==> src/keypoint_grid_suppression_filter_top_defines.svh <==
// Assertion macros for the keypoint grid suppression filter.
// Included by the filter top, the module that carries concurrent assertions; expects clk and rst in scope.
`ifndef KEYPOINT_GRID_SUPPRESSION_FILTER_TOP_DEFINES_SVH
`define KEYPOINT_GRID_SUPPRESSION_FILTER_TOP_DEFINES_SVH

// Consequent must hold in the same cycle as the antecedent.
`define KGS_ASSERT_SAME(label, ante, cons, msg) \
  label: assert property (@(posedge clk) disable iff (rst) (ante) |-> (cons)) \
    else $error(msg);

// Consequent must hold in the cycle after the antecedent.
`define KGS_ASSERT_NEXT(label, ante, cons, msg) \
  label: assert property (@(posedge clk) disable iff (rst) (ante) |=> (cons)) \
    else $error(msg);

`endif

==> src/kgs_pkg.sv <==
// Shared types and constants for the keypoint grid suppression filter.
// No dependencies; used by the scaling unit, the filter top and the testbench.
`default_nettype none

package kgs_pkg;

  // Parameter defaults
  localparam int unsigned GRID_COLUMNS_DEF    = 512;
  localparam int unsigned GRID_ROWS_DEF       = 512;
  localparam int unsigned COORD_FRAC_BITS_DEF = 4;

  // Field and register widths
  localparam int unsigned POS_W      = 16;
  localparam int unsigned CINV_W     = 17;
  localparam int unsigned PATCH_W    = 8;
  localparam int unsigned IMG_W      = 13;
  localparam int unsigned MAXF_W     = 16;
  localparam int unsigned ID_W       = 32;
  localparam int unsigned CELL_W     = 9;
  localparam int unsigned VERDICT_W  = 2;
  localparam int unsigned CFG_IDX_W  = 3;
  localparam int unsigned CFG_DATA_W = 32;

  localparam int unsigned IN_DATA_W  = 2 * POS_W;
  localparam int unsigned IN_USER_W  = 1;
  localparam int unsigned OUT_BITS   = ID_W + 2 * CELL_W;
  localparam int unsigned OUT_DATA_W = ((OUT_BITS + 7) / 8) * 8;
  localparam int unsigned OUT_USER_W = 1 + VERDICT_W;

  // Scaling arithmetic: position times Q1.16 reciprocal
  localparam int unsigned INV_FRAC = 16;
  localparam int unsigned PROD_W   = POS_W + CINV_W;
  localparam int unsigned Q_W      = PROD_W - INV_FRAC;
  localparam int unsigned Q1_W     = Q_W + 1;

  // Register reset values
  localparam logic              MIN_DIST_RST  = 1'b0;
  localparam logic [CINV_W-1:0] CELL_INV_RST  = CINV_W'(32768);
  localparam logic [PATCH_W-1:0] PATCH_RST    = '0;
  localparam logic [IMG_W-1:0]  IMG_WIDTH_RST = IMG_W'(640);
  localparam logic [IMG_W-1:0]  IMG_HEIGHT_RST = IMG_W'(480);
  localparam logic [MAXF_W-1:0] MAXF_RST      = '0;
  localparam logic [ID_W-1:0]   ID_BASE_RST   = '0;

  typedef enum logic [CFG_IDX_W-1:0] {
    REG_MIN_DIST   = 3'd0,
    REG_CELL_INV   = 3'd1,
    REG_PATCH_SIZE = 3'd2,
    REG_IMG_WIDTH  = 3'd3,
    REG_IMG_HEIGHT = 3'd4,
    REG_MAX_FEAT   = 3'd5,
    REG_ID_BASE    = 3'd6
  } cfg_reg_t;

  typedef enum logic [VERDICT_W-1:0] {
    VERDICT_ACCEPT   = 2'd0,
    VERDICT_QUOTA    = 2'd1,
    VERDICT_PATCH    = 2'd2,
    VERDICT_OCCUPIED = 2'd3
  } verdict_t;

  typedef enum logic {
    OP_EXTENT = 1'b0,
    OP_CELL   = 1'b1
  } unit_op_t;

  typedef struct packed {
    logic     valid;
    unit_op_t op;
  } unit_req_t;

endpackage

`default_nettype wire

==> src/kgs_scale_unit.sv <==
// Shared scaling unit: multiply by the cell reciprocal, shift, then clamp or saturate.
// Two-stage pipeline; depends on kgs_pkg.
`default_nettype none

module kgs_scale_unit #(
  parameter int unsigned LIM_W     = 10,
  parameter int unsigned FRAC_BITS = kgs_pkg::COORD_FRAC_BITS_DEF
) (
  input  logic                        clk,
  input  logic                        rst,
  input  kgs_pkg::unit_req_t          req,
  input  logic [kgs_pkg::POS_W-1:0]   operand,
  input  logic [kgs_pkg::CINV_W-1:0]  cell_inverse,
  input  logic [LIM_W-1:0]            limit,
  output logic                        res_valid,
  output logic [LIM_W-1:0]            res
);

  localparam int unsigned CELL_SHIFT = kgs_pkg::INV_FRAC + FRAC_BITS;

  logic                          prod_valid;
  kgs_pkg::unit_op_t             prod_op;
  logic [kgs_pkg::PROD_W-1:0]    prod;
  logic [LIM_W-1:0]              prod_limit;
  logic [kgs_pkg::Q_W-1:0]       q;
  logic [kgs_pkg::Q1_W-1:0]      q1;
  logic [kgs_pkg::Q1_W-1:0]      lim_ext;
  logic [LIM_W-1:0]              res_next;

  always_ff @(posedge clk) begin
    if (rst) begin
      prod_valid <= 1'b0;
    end else begin
      prod_valid <= req.valid;
    end
    prod       <= kgs_pkg::PROD_W'(operand) * kgs_pkg::PROD_W'(cell_inverse);
    prod_op    <= req.op;
    prod_limit <= limit;
  end

  always_comb begin
    if (prod_op == kgs_pkg::OP_CELL) begin
      q = kgs_pkg::Q_W'(prod >> CELL_SHIFT);
    end else begin
      q = kgs_pkg::Q_W'(prod >> kgs_pkg::INV_FRAC);
    end
    q1      = {1'b0, q} + kgs_pkg::Q1_W'(1);
    lim_ext = kgs_pkg::Q1_W'(prod_limit);
    unique case (prod_op)
      kgs_pkg::OP_EXTENT: begin
        // saturate the grid extent at the grid size
        res_next = (q1 > lim_ext) ? prod_limit : LIM_W'(q1);
      end
      kgs_pkg::OP_CELL: begin
        // clamp the cell index to the last cell in use
        res_next = ({1'b0, q} >= lim_ext) ? (prod_limit - LIM_W'(1)) : LIM_W'(q);
      end
      default: res_next = prod_limit;
    endcase
  end

  always_ff @(posedge clk) begin
    if (rst) begin
      res_valid <= 1'b0;
    end else begin
      res_valid <= prod_valid;
    end
    res <= res_next;
  end

endmodule

`default_nettype wire

==> config.mk <==
export PLATFORM = sky130hd
export DESIGN_NAME = kgs_scale_unit
export DESIGN_NICKNAME = d
export VERILOG_FILES = /design/src/keypoint_grid_suppression_filter_top_defines.svh /design/src/kgs_pkg.sv /design/src/kgs_scale_unit.sv
export SDC_FILE = /design/constraint.sdc
export NUM_CORES = 1
export LEC_CHECK = 0
export CAP_MARGIN = 20
export CORE_MARGIN = 2
export CORE_UTILIZATION = 50
export DETAILED_ROUTE_END_ITERATION = 10
export DONT_BUFFER_PORTS = 1
export PLACE_DENSITY_LB_ADDON = 0.08
export SYNTH_ARGS = -nofsm -noshare
export SYNTH_HDL_FRONTEND = slang
export SYNTH_SLANG_ARGS = --single-unit
==> constraint.sdc <==
create_clock -name clk -period 7.2 [get_ports clk]
set_input_delay 0.72 -clock clk [delete_from_list [all_inputs] [get_ports clk]]
set_output_delay 0.72 -clock clk [all_outputs]
set_load 0.01 [all_outputs]
# After elaboration in Yosys (flattened, before gate mapping)
# Index checks and enable logic that the tools add are counted.
# Widths: inputs -> output; s select.
# totals
ff_bits	56
latchBits	0
ramBits	0
rom_bits	0
inputBits	47
out_inout_bits	11
word_cells	16
n_memories	0
# classes
addsub	2
n_mul	1
div	0
magnitude_cmp	2
eq_ne	0
shifts	0
mux	4
bitwise_logic	1
reduce_logical	0
# ops
op	count
$mul 16x17->33	1
$mux 10	2
$pmux 10 s2	1
$add 17x1->18 const B	1
$gt 18x10->1	1
$ge 17x10->1	1
$mux 17	1
$sub 10x1->10 const B	1
$not 1->1	1

# Logic depth before layout (Yosys ltp)
# Gate-level depths: netlist (run 1).
# logic_depth
ltp_word	5
mapped_depth	23
ltp_nobuf	22

# Worst setup path before layout (run 1)
# Ideal clock, no wire load.
# synth_path
path_type	input to register
start	input port operand[9] (netlist name)
end	register prod[32] (netlist name)
setup_ns	0.121
arrival_ns	6.289
required_ns	7.079
setup_slack_ns	0.791
stages	23
n_path_buf	2
cell_sequence	clkbuf_1 > clkbuf_1 > nand2_1 > fa_1 > inv_1 > fa_1 > inv_1 > fa_1 > inv_1 > fa_1 > fa_1 > inv_1 > fa_1 > inv_1 > ha_1 > nand2_1 > a2111oi_0 > a21oi_1 > a211oi_1 > o31ai_1 > a21oi_1 > a21oi_1 > xnor2_1
# synth_between
elab_chain_cells	1
# synth_rtl
element	line	rtl
start: declaration	kgs_scale_unit.sv:12	input logic [kgs_pkg::POS_W-1:0] operand,
$mul 16x17->33	kgs_scale_unit.sv:36	prod <= kgs_pkg::PROD_W'(operand) * kgs_pkg::PROD_W'(cell_inverse);
end signal: assignment	kgs_scale_unit.sv:36	
end: declaration	kgs_scale_unit.sv:23	logic [kgs_pkg::PROD_W-1:0] prod;
# No other way between the ends.
# A chain may end at the register's enable or synchronous reset.

# Worst setup path in the final report (run 1)
# layout_path
start	input port operand[12] (netlist name)
end	register prod[32] (netlist name)
# The elaborated chain is that of the path after synthesis.

==> results of run 1 <==
cells by family (layout without fill, tap and decap cells):
kind of cell / after synthesis / in the layout / share of synthesized area (%)
mux: 41 / 41 / 3.91
flops: 40 / 40 / 7.47
compound gates: 85 / 85 / 5.37
other cells: 0 / 2 / 0
xor+xnor: 32 / 32 / 2.62
buf+inv: 311 / 276 / 11.0
fa+ha+maj: 331 / 331 / 53.2
simple gates: 350 / 350 / 16.4
area by class of cell:
type	count	area (µm²)
Antenna cell	2	5.00
Clock inverter	2	35.0
Clock buffer	6	129
Multi-Input combinational cell	839	8730
Fill cell	1996	9970
Tap cell	275	344
Sequential cell	40	802
Inverter	267	1000
Timing Repair Buffer	1	7.51
layout by cell type (no fill, tap or decap), types with 2 or more instances in the layout:
master / synthesis / routed
dfxtp_1: 40 / 39
mux2_2: 7 / 7
o21ai_0: 13 / 12
fa_1: 207 / 207
and3_1: 2 / 2
nor3_1: 8 / 8
o221ai_1: 2 / 2
nand3b_1: 3 / 3
nor2_1: 8 / 8
o21a_1: 6 / 6
a22oi_1: 2 / 2
nand3_1: 9 / 9
a21oi_1: 22 / 22
a31oi_1: 5 / 5
nand2b_1: 2 / 2
a211oi_1: 5 / 5
a2111oi_0: 3 / 3
mux2i_1: 34 / 34
or3_1: 2 / 2
nand4_1: 13 / 13
clkbuf_16: 0 / 5
nor2b_1: 4 / 4
o22ai_1: 2 / 2
and2_1: 123 / 123
nand2_1: 168 / 168
o211ai_1: 3 / 3
diode_2: 0 / 2
nand4b_1: 2 / 2
xor2_1: 10 / 10
xnor2_1: 22 / 22
inv_1: 267 / 267
a21o_1: 6 / 6
ha_1: 124 / 124
a211o_1: 3 / 3
metal layers:
layer	part of all wire (%)	track usage, %	routed length, µm	vias up
li1	-	-	-	3569
met4	1.8	4.81	436	0
met2	48	40.7	11600	142
met3	3.4	2.85	814	27
met5	0	0	0	-
met1	47	32.0	11400	3785
state kept, by name, summed over array words and instances, names as in the netlist:
register    flops
prod_valid      1
res_valid       1
prod_limit     10
res            10
prod           17
prod_op         1
worst max path at each step:
| stage | from | endpoint |
|---|---|---|
| after global placement | operand[12] | prod[32] |
| after detailed placement | operand[12] | prod[32] |
| final | operand[12] | prod[32] |
| after CTS | operand[12] | prod[32] |
| after floorplan | operand[9] | prod[32] |
| after global routing | operand[4] | prod[32] |
worst register-to-register path, delay by kind of cell, from the launching register on:
| kind | cells | cell delay, ns |
|---|---|---|
| flops | 1 | 0.94 |
| fa+ha+maj | 2 | 0.47 |
| compound gates | 7 | 1.69 |
| mux | 1 | 0.28 |
| buf+inv | 1 | 0.13 |
| xor+xnor | 1 | 0.24 |
| simple gates | 2 | 0.56 |
per-stage QoR:
stage / setup WS, ns / utilization (%) / cells
finish: 1.10 / 52.6 / 1432
CTS: 1.09 / 52.6 / 1430
global route: 0.749 / 52.6 / 1430
floorplan: 0.791 / - / 1190
detailed placement: 0.798 / 51.8 / 1422
global placement: 0.840 / 51.8 / 1422
power breakdown:
group	total (W)	internal, W	switching [W]
sequential	0.000472	0.000355	0.000117
clock	0.000242	0.000163	0.0000797
combinational	0.00434	0.00188	0.00245
total	0.00505	0.00240	0.00265
==> key figures, run 1 <==
Run status
  • Status: finished clean

Timing
  • Hold slack: around 0.43 ns
  • Tightest Pin Transition: about 0.96 ns
  • Fmax achieved: roughly 160 MHz
  • Slew Limit Fails: 0
  • Min Tclk post-route: 6.10 ns
  • Tcrit/Tclk final: between 80% and 90%
  • Final setup fails: 0
  • Max transition margin: a little over a third
  • Fin. Hold Viols: 0
  • Skew final: around 0.0030 ns
  • Setup TNS: 0 ns
  • Unrepaired setup endpoints after global routing: no

Setup path
  • CP endpoint kind: flop
  • Crit path max-delay family: adder cells
  • Worst R2R Start: prod_op
  • Worst reg2reg path depth: 14
  • Setup crit start kind: input pin
  • Cell repeated most along the worst path: fa_1
  • CP arrival: 6.27 ns
  • CP Max Fanout: 17
  • CP peak stage delay: 0.54 ns
  • Crit path depth: 20
  • Req. time, crit path: approximately 7.4 ns
  • Critical path's slowest cell: fa_1
  • Worst R2R End: res[0]
  • FF-to-FF setup slack: between 2 and 3 ns
  • WP buf/inv: 4
  • Worst-path cell chain: and2_1 -> fa_1 -> inv_1 -> fa_1 -> inv_1 -> fa_1 -> fa_1 -> fa_1 -> inv_1 -> fa_1 -> inv_1 -> ha_1 -> nand2_1 -> a2111oi_0 -> a21oi_1 -> a211oi_1 -> o31ai_1 -> a21oi_1 -> a21oi_1 -> xnor2_1
  • WS Path Type: input pin to flop

Cells and area
  • Final instance area: approximately 11000 µm²
  • # nets final: 1532
  • Share of post-route cells with drive strength above 1: 1.73%
  • Synth-to-layout area growth: 3.19%

Global route
  • Initial antenna violation count: 0
  • Vias in the first global route: roughly 8.3k
  • Largest net degree at the start of global routing: between 40 and 50
  • First-pass GRT wire length: 41600 µm
  • Grt ovf: 0
  • GR Util All Layers: around a quarter

Placement
  • Port Buffer Count: 0
  • Routability congestion estimate from global placement: a little under 0.9
  • Placed cell areas: around 11000 µm²
  • Dpl hpwl: ~20000 µm

Pwr
  • P per Cell Area: around 460 nW/µm²
  • VDD IR-drop max: 0.000457 V
  • Leak: 5.72 nW
  • Final Power: about 0.0051 W

Synthesis
  • Synth top area share: about two fifths
  • Synth cell types: 54
  • Yosys warning count: 0
  • Post-synth ARST share: 0%
  • Post-Syn Nets: 1568
  • EDFF count, synth: 0
  • Syn Inst Count: around 1.2k
  • Predominant post-synthesis flop cell: dfxtp_1
  • Most frequent cell after synthesis: inv_1
  • Leading cell types by count after synthesis: inv_1 (267), fa_1 (207), nand2_1 (168)
  • Avg Cell Area, Syn: roughly 9.0 µm²
  • Post-Syn Area: about 11000 µm²
  • Largest cells by area after synthesis: fa_1 (39%), ha_1 (14%), inv_1 (9.4%)
  • Largest area contributor in the netlist: fa_1
  • Sequential area share after synthesis: 7.47%
  • FF+latch count, synth: 40

Routing
  • Avg WL per Cell: roughly 17 µm
  • DRC viols: 0
  • Vias/cell: 5.25
  • Vias: roughly 7.5k
  • Pre-antenna DRT Iters: 5
  • Final ANT Viol Nets: 0
  • DR iter-0 viols: 320
  • Detailed Route WL: between 20000 and 25000 µm

Floorplanning
  • Initial Utilization: 51.0%
  • # IOs: slightly below 60
  • Chip Width: approximately 150 µm
  • Die Y: ~150 µm
  • Total Die Area: 22600 µm²
  • Row cnt: between 50 and 60
  • Core Area: about 21000 µm²

Min path
  • Hold depth: 1
  • Hold Startpoint: prod_valid
  • Hold Path End: res_valid
  • Worst hold path type: flop to flop

CTS
  • Sinks on the clock net: 40
  • H-tree depth: 2
  • TritonCTS Buffers: 5
  • Worst-Skew Late Latency: 0.28 ns
  • CTS tree: yes
  • Resized Gates After CTS: 0
  • CTS Hold Bufs: 0
  • Max Buffers Root-to-Sink: 2
  • Setup Fix Bufs, Post-CTS: 0
  • Clock Tree Root: clkbuf_16
  • Reg clk slew, reported paths: approximately 0.050 ns

Flow run
  • Max-cap violations: 0
Power figures use the tool's default switching activity.
==> inputs of run 2 (changes only) <==
==> constraint.sdc (replaced) <==
create_clock -name clk -period 5.7 [get_ports clk]
set_input_delay 0.57 -clock clk [delete_from_list [all_inputs] [get_ports clk]]
set_output_delay 0.57 -clock clk [all_outputs]
set_load 0.01 [all_outputs]
==> run 2 against run 1 <==
Compared with the run above: non-clock buffer count rose by 25; flip-flop and latch count is the same; first-iteration DRC count up 8.4%; die area unchanged; sequential share of layout area fell by 0.24 points; critical endpoint is now prod[30]; core utilization grew 1.8 points; routed wire length increased by 7.8%; global-route usage is 1.6 points higher; clock skew increased by 0.0068 ns.
==> key figures, run 2 (synthesis gave the netlist of run 1 again) <==
Cells and area
  • # nets final: 1557 (was 1532)
  • Biggest register: prod (unchanged)
  • Commonest non-fill, non-tap cell in the layout: inv_1 (unchanged)
  • Most frequent cells in the layout: inv_1 (265), fa_1 (204), nand2_1 (166), and2_1 (119), ha_1 (117) (was inv_1 (267), fa_1 (207), nand2_1 (168), ha_1 (124), and2_1 (123))
  • # diodes: 0 (was 2)
  • Max reg flops: 17 (unchanged)
  • Synth-to-layout area growth: 6.67% (was 3.19%)
  • Regs by FF count: prod: 17 flops, prod_limit: 10 flops, res: 10 flops (unchanged)
  • Util after Layout: 54.4% (was 52.6%)
  • Share of post-route cells with drive strength above 1: 6.53% (was 1.73%)
  • Filler cell count: 1969 (was 1996)

CTS
  • H-tree depth: 2 (unchanged)
  • Resized Gates After CTS: 0 (unchanged)
  • TritonCTS Buffers: 5 (unchanged)
  • Setup Fix Bufs, Post-CTS: 0 (unchanged)
  • Sinks on the clock net: 40 (unchanged)
  • CTS Hold Bufs: 0 (unchanged)
  • Max Buffers Root-to-Sink: 2 (unchanged)
  • Clock Tree Root: clkbuf_16 (unchanged)
  • Reg clk slew, reported paths: 0.06 ns (was 0.05 ns)
  • Worst-Skew Late Latency: 0.29 ns (was 0.28 ns)
  • CTS tree: yes (unchanged)

Setup path
  • CP arrival: 5.70 ns (was 6.27 ns)
  • Worst reg2reg path depth: 14 (unchanged)
  • Setup crit start kind: input pin (unchanged)
  • CP Max Fanout: 17 (unchanged)
  • Req. time, crit path: 5.92 ns (was 7.37 ns)
  • CP endpoint kind: flop (unchanged)
  • WS Path Type: input pin to flop (unchanged)

Run status
  • Status: finished clean (unchanged)

Placement
  • Setup WS pre-CTS: -0.250 ns (was 0.798 ns)
  • Routability congestion estimate from global placement: 0.816 (was 0.883)
  • Dpl hpwl: 20500 µm (was 20100 µm)
  • Port Buffer Count: 0 (unchanged)

Global route
  • Grt ovf: 0 (unchanged)
  • Vias in the first global route: 8418 (was 8348)
  • First-pass GRT wire length: 43600 µm (was 41600 µm)
  • GR Util All Layers: 25.1% (was 23.6%)
  • Largest net degree at the start of global routing: 42 (unchanged)
  • Initial antenna violation count: 0 (unchanged)

Routing
  • Top Layer Used: met4 (unchanged)
  • Pre-antenna DRT Iters: 5 (unchanged)
  • Routed met1 length: 12200 µm (was 11400 µm)
  • Met3 Wirelength: 1320 µm (was 814 µm)
  • DRC viols: 0 (unchanged)
  • Avg WL per Cell: 18.0 µm (was 17.0 µm)
  • DR iter-0 viols: 347 (was 320)
  • Vias: 7763 (was 7523)
  • DR WL met2: 12500 µm (was 11600 µm)
  • Detailed Route WL: 26200 µm (was 24300 µm)
  • Final ANT Viol Nets: 0 (unchanged)
  • Vias/cell: 5.34 (was 5.25)

Min path
  • Worst hold path type: input pin to flop (was flop to flop)
  • Hold depth: 0 (was 1)

Timing
  • Tcrit/Tclk final: 96.1%
  • Final setup fails: 0 (unchanged)
  • Tightest Pin Transition: 0.975 ns (was 0.956 ns)
  • Fin. Hold Viols: 0 (unchanged)
  • Min Tclk post-route: 5.48 ns
  • Skew final: 0.00977 ns (was 0.00301 ns)
  • Fmax achieved: approximately 180 MHz
  • Setup TNS: 0 ns (unchanged)
  • Slew Limit Fails: 0 (unchanged)
  • Setup ws final: 0.224 ns (was 1.10 ns)
  • Max transition margin: 35.0% (was 36.2%)

Floorplanning
  • Row cnt: 53 (unchanged)
  • Core Area: 21000 µm² (unchanged)
  • Die Y: 150 µm (unchanged)
  • Chip Width: 150 µm (unchanged)
  • Initial Utilization: 51.0% (unchanged)
  • Total Die Area: 22600 µm² (unchanged)
  • # IOs: 58 (unchanged)

Flow run
  • Max-cap violations: 0 (unchanged)
## run 2: cell types whose count changed in the layout (fill, tap and decap cells not counted), moves of 4 or more
cell / change
buf_4: +25
ha_4: +7
and2_1: -4
and2_4: +4
ha_1: -7
a21oi_1: -7
a21oi_2: +5
## run 2: worst max-delay path, stage by stage
cell	delay, ns
and2_1	0.16
fa_1	0.54
inv_1	0.06
fa_1	0.54
inv_1	0.06
fa_1	0.52
fa_1	0.44
fa_1	0.54
inv_1	0.05
fa_1	0.52
inv_1	0.06
ha_4	0.24
nand4_1	0.11
o211ai_1	0.11
a31oi_1	0.26
a211oi_2	0.08
buf_4	0.16
o31ai_4	0.26
nand2b_1	0.13
a21oi_2	0.14
xnor2_1	0.12
## run 2: final timing paths
check | start | endpoint | slack, ns
worst max-delay path | operand[4] | prod[30] | 0.22
worst min-delay path | limit[0] | prod_limit[0] | 0.30
worst max register to register | prod_op | res[1] | 1.03
worst min register to register | prod_valid | res_valid | 0.44
## run 2: per-layer routing
metal | GRT usage [%] | up-vias
met3 | 2.79 | 12
met5 | 0 | -
met4 | 2.88 | 0
met1 | 36.0 | 3947
li1 | - | 3617
met2 | 42.4 | 187
## run 2: cell type report
cell class,instances,area (µm²),area share (%)
repair buffers,26,195,1.71
clock inverters,2,10.0,0.0876
flip-flops and latches,40,802,7.02
multi-input cells,839,8940,78.2
clock buffers,6,139,1.22
inverters,267,1000,8.77
well taps,275,344,3.01
## run 2: metrics by stage
step	hold slack (ns)	std cells	area, µm²
detailed placement	0.443	1447	11200
floorplan	0.414	1190	11000
finish	0.303	1455	11400
global route	0.290	1455	11400
CTS	0.299	1455	11400
global placement	0.420	1447	11200
Power of run 2 is left out: the tool's default activity adds up to more than one toggle a clock period on the data nets, which glitch-free logic cannot reach.
